[src/rtl/assert_macros.svh]
// ----------------------------------------------------------------------------
// Assertion macros
// Shared concurrent assertion forms for the power sequencer RTL.
// ----------------------------------------------------------------------------
`ifndef ASSERT_MACROS_SVH
`define ASSERT_MACROS_SVH

// Same-cycle implication, checked outside reset.
`define LPS_ASSERT_NOW(label, clk, rst_n, ante, cons, msg) \
    label: assert property (@(posedge clk) disable iff (!(rst_n)) (ante) |-> (cons)) \
        else $error(msg);

// Next-cycle implication, checked outside reset.
`define LPS_ASSERT_NEXT(label, clk, rst_n, ante, cons, msg) \
    label: assert property (@(posedge clk) disable iff (!(rst_n)) (ante) |=> (cons)) \
        else $error(msg);

`endif

[src/rtl/lps_pkg.sv]
// ----------------------------------------------------------------------------
// Lamp power sequencer package
// Types, codes and constants shared by the sequencer files.
// ----------------------------------------------------------------------------
package lps_pkg;

    // soft-start steps; the top level is one above this
    localparam int unsigned LPS_RAMP_STEPS = 64;
    localparam logic [6:0]  LPS_RAMP_TOP   = 7'(LPS_RAMP_STEPS + 1);

    localparam int unsigned LPS_CFG_W    = 16;
    localparam int unsigned LPS_CFG_IDX_W = 3;

    typedef enum logic [2:0] {
        OP_TICK  = 3'd0,
        OP_SET12 = 3'd1,
        OP_SET24 = 3'd2,
        OP_LAMP  = 3'd3,
        OP_EDGE  = 3'd4
    } t_op;

    typedef enum logic [1:0] {
        ST_OK       = 2'd0,
        ST_REJECTED = 2'd1,
        ST_NO_12V   = 2'd2,
        ST_BUSY     = 2'd3
    } t_status;

    typedef enum logic [LPS_CFG_IDX_W-1:0] {
        CFG_ON_LOW     = 3'd0,
        CFG_ON_HIGH    = 3'd1,
        CFG_FAULT_LOW  = 3'd2,
        CFG_FAULT_HIGH = 3'd3,
        CFG_WARMUP     = 3'd4,
        CFG_FREQ_WIN   = 3'd5,
        CFG_RAMP_UP    = 3'd6,
        CFG_RAMP_DOWN  = 3'd7
    } t_cfg_idx;

    typedef enum logic [2:0] {
        PH_IDLE = 3'b001,
        PH_UP   = 3'b010,
        PH_DOWN = 3'b100
    } t_ramp_phase;

    typedef struct packed {
        logic [2:0]  op;
        logic        on;
        logic [7:0]  dim;
        logic [15:0] voltage_mv;
    } t_in_item;

    typedef struct packed {
        logic [1:0]  status;
        logic [6:0]  rail12_level;
        logic        rail12_on;
        logic        rail24_on;
        logic        lamp_enable;
        logic [6:0]  lamp_pwm;
        logic [15:0] lamp_hz;
        logic        fault;
    } t_out_item;

endpackage

[src/rtl/lps_in_if.sv]
// ----------------------------------------------------------------------------
// Sequencer input channel
// Valid/ready channel carrying one tick, command or status edge.
// ----------------------------------------------------------------------------
interface lps_in_if;
    logic        valid;
    logic        ready;
    logic [2:0]  op;
    logic        on;
    logic [7:0]  dim;
    logic [15:0] voltage_mv;

    modport source (output valid, output op, output on, output dim, output voltage_mv,
                    input ready);
    modport sink   (input valid, input op, input on, input dim, input voltage_mv,
                    output ready);
endinterface

[src/rtl/lps_out_if.sv]
// ----------------------------------------------------------------------------
// Sequencer result channel
// Valid/ready channel carrying one result per input transaction.
// ----------------------------------------------------------------------------
interface lps_out_if;
    logic        valid;
    logic        ready;
    logic [1:0]  status;
    logic [6:0]  rail12_level;
    logic        rail12_on;
    logic        rail24_on;
    logic        lamp_enable;
    logic [6:0]  lamp_pwm;
    logic [15:0] lamp_hz;
    logic        fault;

    modport source (output valid, output status, output rail12_level, output rail12_on,
                    output rail24_on, output lamp_enable, output lamp_pwm,
                    output lamp_hz, output fault, input ready);
    modport sink   (input valid, input status, input rail12_level, input rail12_on,
                    input rail24_on, input lamp_enable, input lamp_pwm,
                    input lamp_hz, input fault, output ready);
endinterface

[src/rtl/lamp_power_sequencer_core.sv]
// ----------------------------------------------------------------------------
// Lamp power sequencer core
// Sequences the 12V soft-start, 24V enable and lamp drive, and measures the
// lamp status edge rate.
// ----------------------------------------------------------------------------
// The core takes one transaction per clock on i_in (a 1 ms tick, a 12V, 24V
// or lamp command, or a lamp status edge) unless o_out stalls, and returns
// exactly one result per transaction on o_out, in order. Sustained rate is
// one transaction per cycle while o_out accepts results. A transaction passes
// through the input register and then the result register; while o_out
// stalls, both hold. Commands (12V, 24V, lamp) arriving while a soft-start
// ramp runs answer busy and change nothing; the ramp only moves on ticks.
// The user writes thresholds and timings on the cfg port only while the core
// is idle; the core itself does not enforce this.
// ----------------------------------------------------------------------------
`include "assert_macros.svh"

module lamp_power_sequencer_core
    import lps_pkg::*;
(
    input  logic                     i_clk,
    input  logic                     i_rst_n,
    lps_in_if.sink                   i_in,
    lps_out_if.source                o_out,
    input  logic                     i_cfg_we,
    input  logic [LPS_CFG_IDX_W-1:0] i_cfg_idx,
    input  logic [LPS_CFG_W-1:0]     i_cfg_data
);

    // ---------------------------------------------------------------------
    // Configuration registers
    // ---------------------------------------------------------------------
    logic [15:0] r_on_low, r_on_high, r_fault_low, r_fault_high;
    logic [15:0] r_warmup, r_freq_win;
    logic [7:0]  r_ramp_up, r_ramp_down;

    always_ff @(posedge i_clk) begin
        if (!i_rst_n) begin
            r_on_low     <= 16'd11500;
            r_on_high    <= 16'd12500;
            r_fault_low  <= 16'd10500;
            r_fault_high <= 16'd13500;
            r_warmup     <= 16'd5000;
            r_freq_win   <= 16'd1000;
            r_ramp_up    <= 8'd8;
            r_ramp_down  <= 8'd1;
        end else if (i_cfg_we) begin
            case (t_cfg_idx'(i_cfg_idx))
                CFG_ON_LOW:     r_on_low     <= i_cfg_data;
                CFG_ON_HIGH:    r_on_high    <= i_cfg_data;
                CFG_FAULT_LOW:  r_fault_low  <= i_cfg_data;
                CFG_FAULT_HIGH: r_fault_high <= i_cfg_data;
                CFG_WARMUP:     r_warmup     <= i_cfg_data;
                CFG_FREQ_WIN:   r_freq_win   <= i_cfg_data;
                CFG_RAMP_UP:    r_ramp_up    <= i_cfg_data[7:0];
                CFG_RAMP_DOWN:  r_ramp_down  <= i_cfg_data[7:0];
                default: begin
                end
            endcase
        end
    end

    // ---------------------------------------------------------------------
    // Pipeline handshake: input register feeds the result register. The
    // input side keeps taking transactions while the result register can
    // be refilled in the same cycle.
    // ---------------------------------------------------------------------
    logic      r_s1_valid;
    t_in_item  r_s1;
    logic      r_out_valid;
    t_out_item r_out;
    logic      out_free;
    logic      s1_adv;

    assign out_free   = !r_out_valid || o_out.ready;
    assign s1_adv     = r_s1_valid && out_free;
    assign i_in.ready = !r_s1_valid || s1_adv;

    always_ff @(posedge i_clk) begin
        if (!i_rst_n) begin
            r_s1_valid <= 1'b0;
        end else if (i_in.ready) begin
            r_s1_valid <= i_in.valid;
        end
    end

    always_ff @(posedge i_clk) begin
        if (i_in.valid && i_in.ready) begin
            r_s1.op         <= i_in.op;
            r_s1.on         <= i_in.on;
            r_s1.dim        <= i_in.dim;
            r_s1.voltage_mv <= i_in.voltage_mv;
        end
    end

    // ---------------------------------------------------------------------
    // Sequencer state
    // ---------------------------------------------------------------------
    t_ramp_phase r_phase,     n_phase;
    logic [6:0]  r_level,     n_level;
    logic [7:0]  r_prescale,  n_prescale;
    logic        r_rail12,    n_rail12;
    logic        r_rail24,    n_rail24;
    logic        r_lamp,      n_lamp;
    logic [6:0]  r_dim,       n_dim;
    logic [15:0] r_lamp_age,  n_lamp_age;
    logic [15:0] r_win_cnt,   n_win_cnt;
    logic [15:0] r_edge_cnt,  n_edge_cnt;
    logic [15:0] r_freq,      n_freq;

    logic [7:0]  step_sel;
    logic [7:0]  step_per;
    logic        busy;
    logic        v_fault;
    logic        v_on_bad;
    t_status     res_status;
    logic        res_fault;

    // zero ticks per step behaves as one
    assign step_sel = (r_phase == PH_UP) ? r_ramp_up : r_ramp_down;
    assign step_per = (step_sel == 8'd0) ? 8'd1 : step_sel;
    assign busy     = (r_phase != PH_IDLE);
    assign v_fault  = (r_s1.voltage_mv < r_fault_low) || (r_s1.voltage_mv > r_fault_high);
    assign v_on_bad = (r_s1.voltage_mv < r_on_low) || (r_s1.voltage_mv > r_on_high);

    always_comb begin
        n_phase    = r_phase;
        n_level    = r_level;
        n_prescale = r_prescale;
        n_rail12   = r_rail12;
        n_rail24   = r_rail24;
        n_lamp     = r_lamp;
        n_dim      = r_dim;
        n_lamp_age = r_lamp_age;
        n_win_cnt  = r_win_cnt;
        n_edge_cnt = r_edge_cnt;
        n_freq     = r_freq;
        res_status = ST_OK;
        res_fault  = 1'b0;

        case (t_op'(r_s1.op))
            OP_TICK: begin
                // ramp advance
                if (busy) begin
                    n_prescale = r_prescale + 8'd1;
                    if (n_prescale >= step_per) begin
                        n_prescale = '0;
                        if (r_phase == PH_UP) begin
                            if (r_level >= LPS_RAMP_TOP) begin
                                n_phase  = PH_IDLE;
                                n_rail12 = 1'b1;
                            end else begin
                                n_level = r_level + 7'd1;
                            end
                        end else begin
                            if (r_level == 7'd0) begin
                                n_phase  = PH_IDLE;
                                n_rail12 = 1'b0;
                            end else begin
                                n_level = r_level - 7'd1;
                            end
                        end
                    end
                end
                // frequency window
                if (r_win_cnt >= r_freq_win) begin
                    n_freq     = r_edge_cnt;
                    n_edge_cnt = '0;
                    n_win_cnt  = '0;
                end else begin
                    n_win_cnt = r_win_cnt + 16'd1;
                end
                if (r_lamp_age != 16'hFFFF) begin
                    n_lamp_age = r_lamp_age + 16'd1;
                end
                // supply out of the fault window: lamp and 24V off, 12V ramps down
                if (v_fault) begin
                    res_fault  = 1'b1;
                    n_lamp     = 1'b0;
                    n_dim      = '0;
                    n_lamp_age = '0;
                    n_rail24   = 1'b0;
                    if (n_phase == PH_UP || (n_phase == PH_IDLE && n_rail12)) begin
                        n_phase    = PH_DOWN;
                        n_prescale = '0;
                    end
                end
            end
            OP_EDGE: begin
                if (r_edge_cnt != 16'hFFFF) begin
                    n_edge_cnt = r_edge_cnt + 16'd1;
                end
            end
            OP_SET12: begin
                if (busy) begin
                    res_status = ST_BUSY;
                end else if (r_s1.on && v_on_bad) begin
                    res_status = ST_REJECTED;
                end else if (r_s1.on && !r_rail12) begin
                    n_level    = '0;
                    n_phase    = PH_UP;
                    n_prescale = '0;
                end else if (!r_s1.on && r_rail12) begin
                    n_level    = LPS_RAMP_TOP;
                    n_phase    = PH_DOWN;
                    n_prescale = '0;
                end
            end
            OP_SET24: begin
                if (busy) begin
                    res_status = ST_BUSY;
                end else if (r_s1.on && !r_rail12) begin
                    res_status = ST_REJECTED;
                end else begin
                    n_rail24 = r_s1.on;
                end
            end
            OP_LAMP: begin
                if (busy) begin
                    res_status = ST_BUSY;
                end else begin
                    n_dim      = (r_s1.dim > 8'd100) ? 7'd100 : r_s1.dim[6:0];
                    n_lamp     = r_s1.on;
                    n_lamp_age = '0;
                    if (r_s1.on && !r_rail12) begin
                        res_status = ST_NO_12V;
                    end
                end
            end
            default: begin
                res_status = ST_REJECTED;
            end
        endcase
    end

    always_ff @(posedge i_clk) begin
        if (!i_rst_n) begin
            r_phase    <= PH_IDLE;
            r_level    <= '0;
            r_prescale <= '0;
            r_rail12   <= 1'b0;
            r_rail24   <= 1'b0;
            r_lamp     <= 1'b0;
            r_dim      <= 7'd100;
            r_lamp_age <= '0;
            r_win_cnt  <= '0;
            r_edge_cnt <= '0;
            r_freq     <= '0;
        end else if (s1_adv) begin
            r_phase    <= n_phase;
            r_level    <= n_level;
            r_prescale <= n_prescale;
            r_rail12   <= n_rail12;
            r_rail24   <= n_rail24;
            r_lamp     <= n_lamp;
            r_dim      <= n_dim;
            r_lamp_age <= n_lamp_age;
            r_win_cnt  <= n_win_cnt;
            r_edge_cnt <= n_edge_cnt;
            r_freq     <= n_freq;
        end
    end

    // ---------------------------------------------------------------------
    // Result register
    // ---------------------------------------------------------------------
    always_ff @(posedge i_clk) begin
        if (!i_rst_n) begin
            r_out_valid <= 1'b0;
        end else if (out_free) begin
            r_out_valid <= r_s1_valid;
        end
    end

    always_ff @(posedge i_clk) begin
        if (s1_adv) begin
            r_out.status       <= res_status;
            r_out.rail12_level <= n_level;
            r_out.rail12_on    <= n_rail12;
            r_out.rail24_on    <= n_rail24;
            r_out.lamp_enable  <= n_lamp;
            // full power (0) during warm-up
            r_out.lamp_pwm     <= (n_lamp_age < r_warmup) ? 7'd0 : n_dim;
            r_out.lamp_hz      <= n_freq;
            r_out.fault        <= res_fault;
        end
    end

    assign o_out.valid        = r_out_valid;
    assign o_out.status       = r_out.status;
    assign o_out.rail12_level = r_out.rail12_level;
    assign o_out.rail12_on    = r_out.rail12_on;
    assign o_out.rail24_on    = r_out.rail24_on;
    assign o_out.lamp_enable  = r_out.lamp_enable;
    assign o_out.lamp_pwm     = r_out.lamp_pwm;
    assign o_out.lamp_hz      = r_out.lamp_hz;
    assign o_out.fault        = r_out.fault;

    // ---------------------------------------------------------------------
    // Assertions
    // ---------------------------------------------------------------------
    `LPS_ASSERT_NOW(a_up_rail_off, i_clk, i_rst_n, r_phase == PH_UP, !r_rail12,
        "12V flagged on during up ramp")
    `LPS_ASSERT_NOW(a_idle_prescale, i_clk, i_rst_n, r_phase == PH_IDLE,
        r_prescale == 8'd0, "ramp prescaler not cleared while idle")
    `LPS_ASSERT_NEXT(a_s1_held, i_clk, i_rst_n, r_s1_valid && !out_free, r_s1_valid,
        "stalled transaction lost from input register")
    `LPS_ASSERT_NOW(a_fault_off, i_clk, i_rst_n, r_out_valid && r_out.fault,
        !r_out.lamp_enable && !r_out.rail24_on, "fault result with lamp or 24V on")

endmodule
[src/flat_wrapper.sv]
// flat-port wrapper written by rule: the top's interface ports become plain ports
module lamp_power_sequencer_core_flat import lps_pkg::*;
  (i_clk, i_rst_n, i_cfg_we, i_cfg_idx, i_cfg_data, i_in_valid, i_in_op, i_in_on, i_in_dim, i_in_voltage_mv, i_in_ready, o_out_valid, o_out_status, o_out_rail12_level, o_out_rail12_on, o_out_rail24_on, o_out_lamp_enable, o_out_lamp_pwm, o_out_lamp_hz, o_out_fault, o_out_ready);
  lps_in_if i_in_i ();
  lps_out_if o_out_i ();
  input  logic i_clk;
  input  logic i_rst_n;
  input  logic i_cfg_we;
  input  logic [LPS_CFG_IDX_W-1:0] i_cfg_idx;
  input  logic [LPS_CFG_W-1:0] i_cfg_data;
  input wire logic [$bits(i_in_i.valid)-1:0] i_in_valid;
  input wire logic [$bits(i_in_i.op)-1:0] i_in_op;
  input wire logic [$bits(i_in_i.on)-1:0] i_in_on;
  input wire logic [$bits(i_in_i.dim)-1:0] i_in_dim;
  input wire logic [$bits(i_in_i.voltage_mv)-1:0] i_in_voltage_mv;
  output wire logic [$bits(i_in_i.ready)-1:0] i_in_ready;
  output wire logic [$bits(o_out_i.valid)-1:0] o_out_valid;
  output wire logic [$bits(o_out_i.status)-1:0] o_out_status;
  output wire logic [$bits(o_out_i.rail12_level)-1:0] o_out_rail12_level;
  output wire logic [$bits(o_out_i.rail12_on)-1:0] o_out_rail12_on;
  output wire logic [$bits(o_out_i.rail24_on)-1:0] o_out_rail24_on;
  output wire logic [$bits(o_out_i.lamp_enable)-1:0] o_out_lamp_enable;
  output wire logic [$bits(o_out_i.lamp_pwm)-1:0] o_out_lamp_pwm;
  output wire logic [$bits(o_out_i.lamp_hz)-1:0] o_out_lamp_hz;
  output wire logic [$bits(o_out_i.fault)-1:0] o_out_fault;
  input wire logic [$bits(o_out_i.ready)-1:0] o_out_ready;
  assign i_in_i.valid = i_in_valid;
  assign i_in_i.op = i_in_op;
  assign i_in_i.on = i_in_on;
  assign i_in_i.dim = i_in_dim;
  assign i_in_i.voltage_mv = i_in_voltage_mv;
  assign i_in_ready = i_in_i.ready;
  assign o_out_valid = o_out_i.valid;
  assign o_out_status = o_out_i.status;
  assign o_out_rail12_level = o_out_i.rail12_level;
  assign o_out_rail12_on = o_out_i.rail12_on;
  assign o_out_rail24_on = o_out_i.rail24_on;
  assign o_out_lamp_enable = o_out_i.lamp_enable;
  assign o_out_lamp_pwm = o_out_i.lamp_pwm;
  assign o_out_lamp_hz = o_out_i.lamp_hz;
  assign o_out_fault = o_out_i.fault;
  assign o_out_i.ready = o_out_ready;
  lamp_power_sequencer_core u_core (.i_clk(i_clk), .i_rst_n(i_rst_n), .i_in(i_in_i), .o_out(o_out_i), .i_cfg_we(i_cfg_we), .i_cfg_idx(i_cfg_idx), .i_cfg_data(i_cfg_data));
endmodule
[config.mk]
export PLATFORM = sky130hd
export DESIGN_NAME = lamp_power_sequencer_core_flat
export DESIGN_NICKNAME = d
export VERILOG_FILES = /design/src/rtl/lps_pkg.sv /design/src/rtl/lps_in_if.sv /design/src/rtl/lps_out_if.sv /design/src/rtl/lamp_power_sequencer_core.sv /design/src/flat_wrapper.sv
export VERILOG_INCLUDE_DIRS = /design/src /design/src/rtl
export SDC_FILE = /design/constraint.sdc
export NUM_CORES = 1
export LEC_CHECK = 0
export BUFFER_PORTS_ARGS = -buffer_cell sky130_fd_sc_hd__buf_2
export CAP_MARGIN = 20
export CORE_MARGIN = 2
export CORE_UTILIZATION = 25
export CTS_BUF_LIST = sky130_fd_sc_hd__clkbuf_8 sky130_fd_sc_hd__clkbuf_16
export CTS_CLUSTER_SIZE = 20
export DETAILED_ROUTE_END_ITERATION = 7
export PLACE_DENSITY_LB_ADDON = 0.05
export SLEW_MARGIN = 20
export SYNTH_ARGS = -nofsm -noshare
export SYNTH_HDL_FRONTEND = slang
export SYNTH_SLANG_ARGS = --single-unit
[constraint.sdc]
create_clock -name i_clk -period 4.8 [get_ports i_clk]
set_input_delay 0 -clock i_clk [delete_from_list [all_inputs] [get_ports i_clk]]
set_output_delay 0 -clock i_clk [all_outputs]
set_load 0.05 [all_outputs]
==> metrics.md <==
| Metric | Value |
|---|---|
| Status | finished clean |
| Commonest non-fill, non-tap cells in the layout | nand2_1 (286), dfxtp_1 (206), a21oi_1 (150) |
| Vias in the first global route | 11.8k |
| Synth cell types | 74 |
| Non-Filler Instances | about 2.5k |
| Min Tclk post-route | 4410 ps |
| RSZ-0062 raised after global routing | no |
| DR iter-0 viols | 569 |
| Share of the synthesized area in the top cell type | 0.294 |
| Clock power share | 0.478 |
| Fmax | between 200 and 250 MHz |
| I/O pin count | 90 |
| GRT Residual Overflow | 0 |
| Synth Flop Type | dfxtp_1 |
| Worst-path clk slew | roughly 60 ps |
| Rel. slew slack | 0.283 |
| VDD IR-drop max | 0.000256 V |
| CP peak stage delay | 480 ps |
| Root Driver | clkbuf_16 |
| Via-per-instance ratio | roughly 4.8 |
| Syn. warnings | 0 |
| DRC | 0 |
| Hold Path Cell Cnt | 4 |
| # setup viols final | 0 |
| Final clock period utilization by the worst path | 0.920 |
| Buf/Inv on CP | 1 |
| CTS tree | yes |
| CORE AREA | roughly 55000 um^2 |
| Largest net degree at the start of global routing | 86 |
| Cell family with most CP delay | compound AO/OA/AOI/OAI gates |
| R2R setup slack | between 300 and 400 ps |
| Skew-Pair Late Insertion Delay | roughly 550 ps |
| Commonest non-fill, non-tap cell in the layout | nand2_1 |
| Switching Share | 0.260 |
| Final worst slack | about 390 ps |
| Combinational share of power | 0.089 |
| Die X | about 240 um |
| Initial antenna violation count | 4 |
| Leak | 6.59 nW |
| Number of synthesized flops with an enable pin | 64 |
| Global-route usage over all layers | 0.162 |
| Clock buffer depth | 3 |
| Hold Startpoint | i_cfg_idx[1] |
| Largest register FFs | 28 |
| Synth Register Bits | 270 |
| CP arrival | about 4700 ps |
| Synthesized area per cell | roughly 8.7 um^2 |
| Post-synth ARST share | 0 |
| Critical path startpoint category | flip-flop |
| Slew @ Worst Pin | about 1100 ps |
| Average routed wire per standard cell | 18.5 um |
| CP cell instances | ha_1 > a21oi_1 > o21ai_0 > a221oi_1 > or3b_1 > a22oi_1 > nand2_1 > o21ai_0 > a32o_1 > ha_1 > o21ai_0 > nand2b_1 > a21oi_1 > nor3_1 > a21oi_1 > o21ai_0 > a31oi_1 > buf_4 > nor2_1 |
| 1st-pass router iterations | 5 |
| Type of the tightest min-delay check | in -> reg |
| Sequential fraction of the synthesis area | 0.431 |
| Setup Buffers After CTS | 0 |
| Placed Area | 15300 um^2 |
| Die area | roughly 58000 um^2 |
| Synthesized area | approximately 14000 um^2 |
| PwrDens | 329 nW/um^2 |
| Crit path required time | between 5000 and 6000 ps |
| CP most frequent cell | o21ai_0 |
| H-tree levels | 2 |
| Final #Nets | between 1.5k and 2k |
| Syn nets | around 1.8k |
| PortBufs | 89 |
| WS Path Type | reg -> reg |
| Routed Antenna Nets | 0 |
| Post-route cell area | between 15000 and 20000 um^2 |
| Inserted Diodes | 0 |
| Pre-CTS setup slack | 357 ps |
| Sequential group share of total power | 0.433 |
| Max-Cap Viols | 0 |
| Setup total negative slack | 0 ps |
| Net Sw Power | ~1.5 mW |
| Row count | 86 |
| Area Growth Syn to Fin | 21.3% |
| Worst flop-to-flop path endpoint | u_core.o_out.lamp_pwm[0] |
| Final RePlAce weighted congestion | around 0.78 |
| Int Power | 4.14 mW |
| Critical-path top delay cell | or3b_1 |
| Routed WL | roughly 47 mm |
| Ranking of synthesized cells by area | dfxtp_1 (29%), edfxtp_1 (14%), ha_1 (9.7%) |
| Synth area leader | dfxtp_1 |
| FF-to-FF Start | u_core.r_s1[7] |
| Largest reg by FF count | u_core.r_s1 |
| Slew Limit Fails | 0 |
| Post-placement cell count | 2399 |
| Fraction of layout instances using a drive strength above 1 | 0.121 |
| CTS buffer count | 37 |
| Post-Synthesis Cells | ~1.6k |
| Worst r2r path cells | 19 |
| Vias | 12.0k |
| DP Wirelength | between 30 and 40 mm |
| Clock sink count | 270 |
| Hold Vio Cnt, Final | 0 |
| Skew final | 18.7 ps |
| Hold Path Sink | u_core.r_on_high[14] |
| Die height | approximately 240 um |
| Initial Utilization | 0.254 |
| Crit end category | flip-flop |
| Worst-path fanout max | 7 |
| Global-route wire length before repair | ~71 mm |
## kinds of logic (layout without fill, tap and decap cells)
logic type                 Yosys count  after routing  synth area share
AOI/OAI and AO/OA                  412            412             0.186
xor gates and xnor gates            28             28            0.0175
adders and majority gates          109            109            0.0972
buffers and inverters              188            339            0.0533
DFF                                270            270             0.431
muxes                               41             41            0.0308
and+or+nand+nor                    569            569             0.184
## tightest hold or removal path: stages
cell	delay, ps
buf_2	210
nor3_4	180
nand2_1	110
a21oi_1	50
## how the worst max path moves through the flow
stage | startpoint | endpoint | cells past startpoint
final | u_core.r_s1[7] | u_core.o_out.lamp_pwm[0] | 19
after global routing | u_core.r_s1[5] | u_core.o_out.lamp_pwm[2] | 19
after CTS | u_core.r_s1[13] | u_core.o_out.lamp_pwm[2] | 17
after detailed placement | u_core.r_s1[13] | u_core.o_out.lamp_pwm[2] | 17
after global placement | u_core.r_s1[13] | u_core.o_out.lamp_pwm[5] | 17
after floorplan | u_core.r_s1[14] | u_core.o_out.lamp_pwm[0] | 18
## power by group through the flow
stage               Sequential [mW]  Combinational [mW]  Clock [mW]
detailed placement             2.47               0.479           0
global placement               2.47               0.479           0
CTS                            2.43               0.511        2.78
finish                         2.42               0.499        2.67
global route                   2.43               0.554        2.87
floorplan                      2.51               0.250           0
## per-stage QoR
step                hold WS [ps]  power [mW]   util
finish                      50.3        5.60  0.308
global placement             178        2.95  0.277
floorplan                   98.9        2.76      -
global route                84.1        5.85  0.308
CTS                         19.9        5.71  0.308
detailed placement           178        2.95  0.277
## cell usage after synthesis, types with 5 or more instances
| library cell | instances |
|---|---|
| or3_1 | 8 |
| o31ai_1 | 10 |
| xnor2_1 | 12 |
| xor2_1 | 16 |
| nand2_1 | 286 |
| buf_1 | 5 |
| mux2_2 | 17 |
| nor3_1 | 14 |
| nand2b_1 | 14 |
| nor2b_1 | 11 |
| nand4_1 | 32 |
| a21oi_1 | 150 |
| nand3_1 | 37 |
| dfxtp_1 | 206 |
| a41oi_1 | 5 |
| ha_1 | 109 |
| o21a_1 | 7 |
| o21ai_1 | 6 |
| a22oi_1 | 16 |
| a21o_1 | 14 |
| a31oi_1 | 30 |
| o21ai_0 | 57 |
| clkbuf_2 | 7 |
| mux2i_1 | 24 |
| o211ai_1 | 51 |
| and3_1 | 13 |
| clkbuf_1 | 61 |
| edfxtp_1 | 64 |
| and2_1 | 6 |
| a311oi_1 | 9 |
| a211oi_1 | 10 |
| buf_2 | 6 |
| or4_1 | 13 |
| a22o_1 | 8 |
| nor2_1 | 108 |
| inv_1 | 104 |
| and4_1 | 5 |
## routing by layer
layer	up-vias	wire, um	share of wire	GRT usage
li1	6025	-	-	-
met1	5705	21000	0.45	0.205
met2	193	23000	0.49	0.284
met3	67	1540	0.033	0.0240
met4	8	1070	0.023	0.0481
met5	-	46	0.00099	0
## final cells by class
| type | count | area [um^2] |
|---|---|---|
| Clock buffer | 44 | 1040 |
| Clock inverter | 24 | 131 |
| Fill cell | 5930 | 38300 |
| Inverter | 105 | 397 |
| Multi-Input combinational cell | 1159 | 7300 |
| Sequential cell | 270 | 6050 |
| Tap cell | 748 | 936 |
| Timing Repair Buffer | 166 | 1170 |
## timing repair
item,CTS,global route
resized for setup,0,1
setup endpoints to repair,0,3
hold endpoints to repair,145,0
hold buffers,49,0
(Power assumes the default switching activity.)
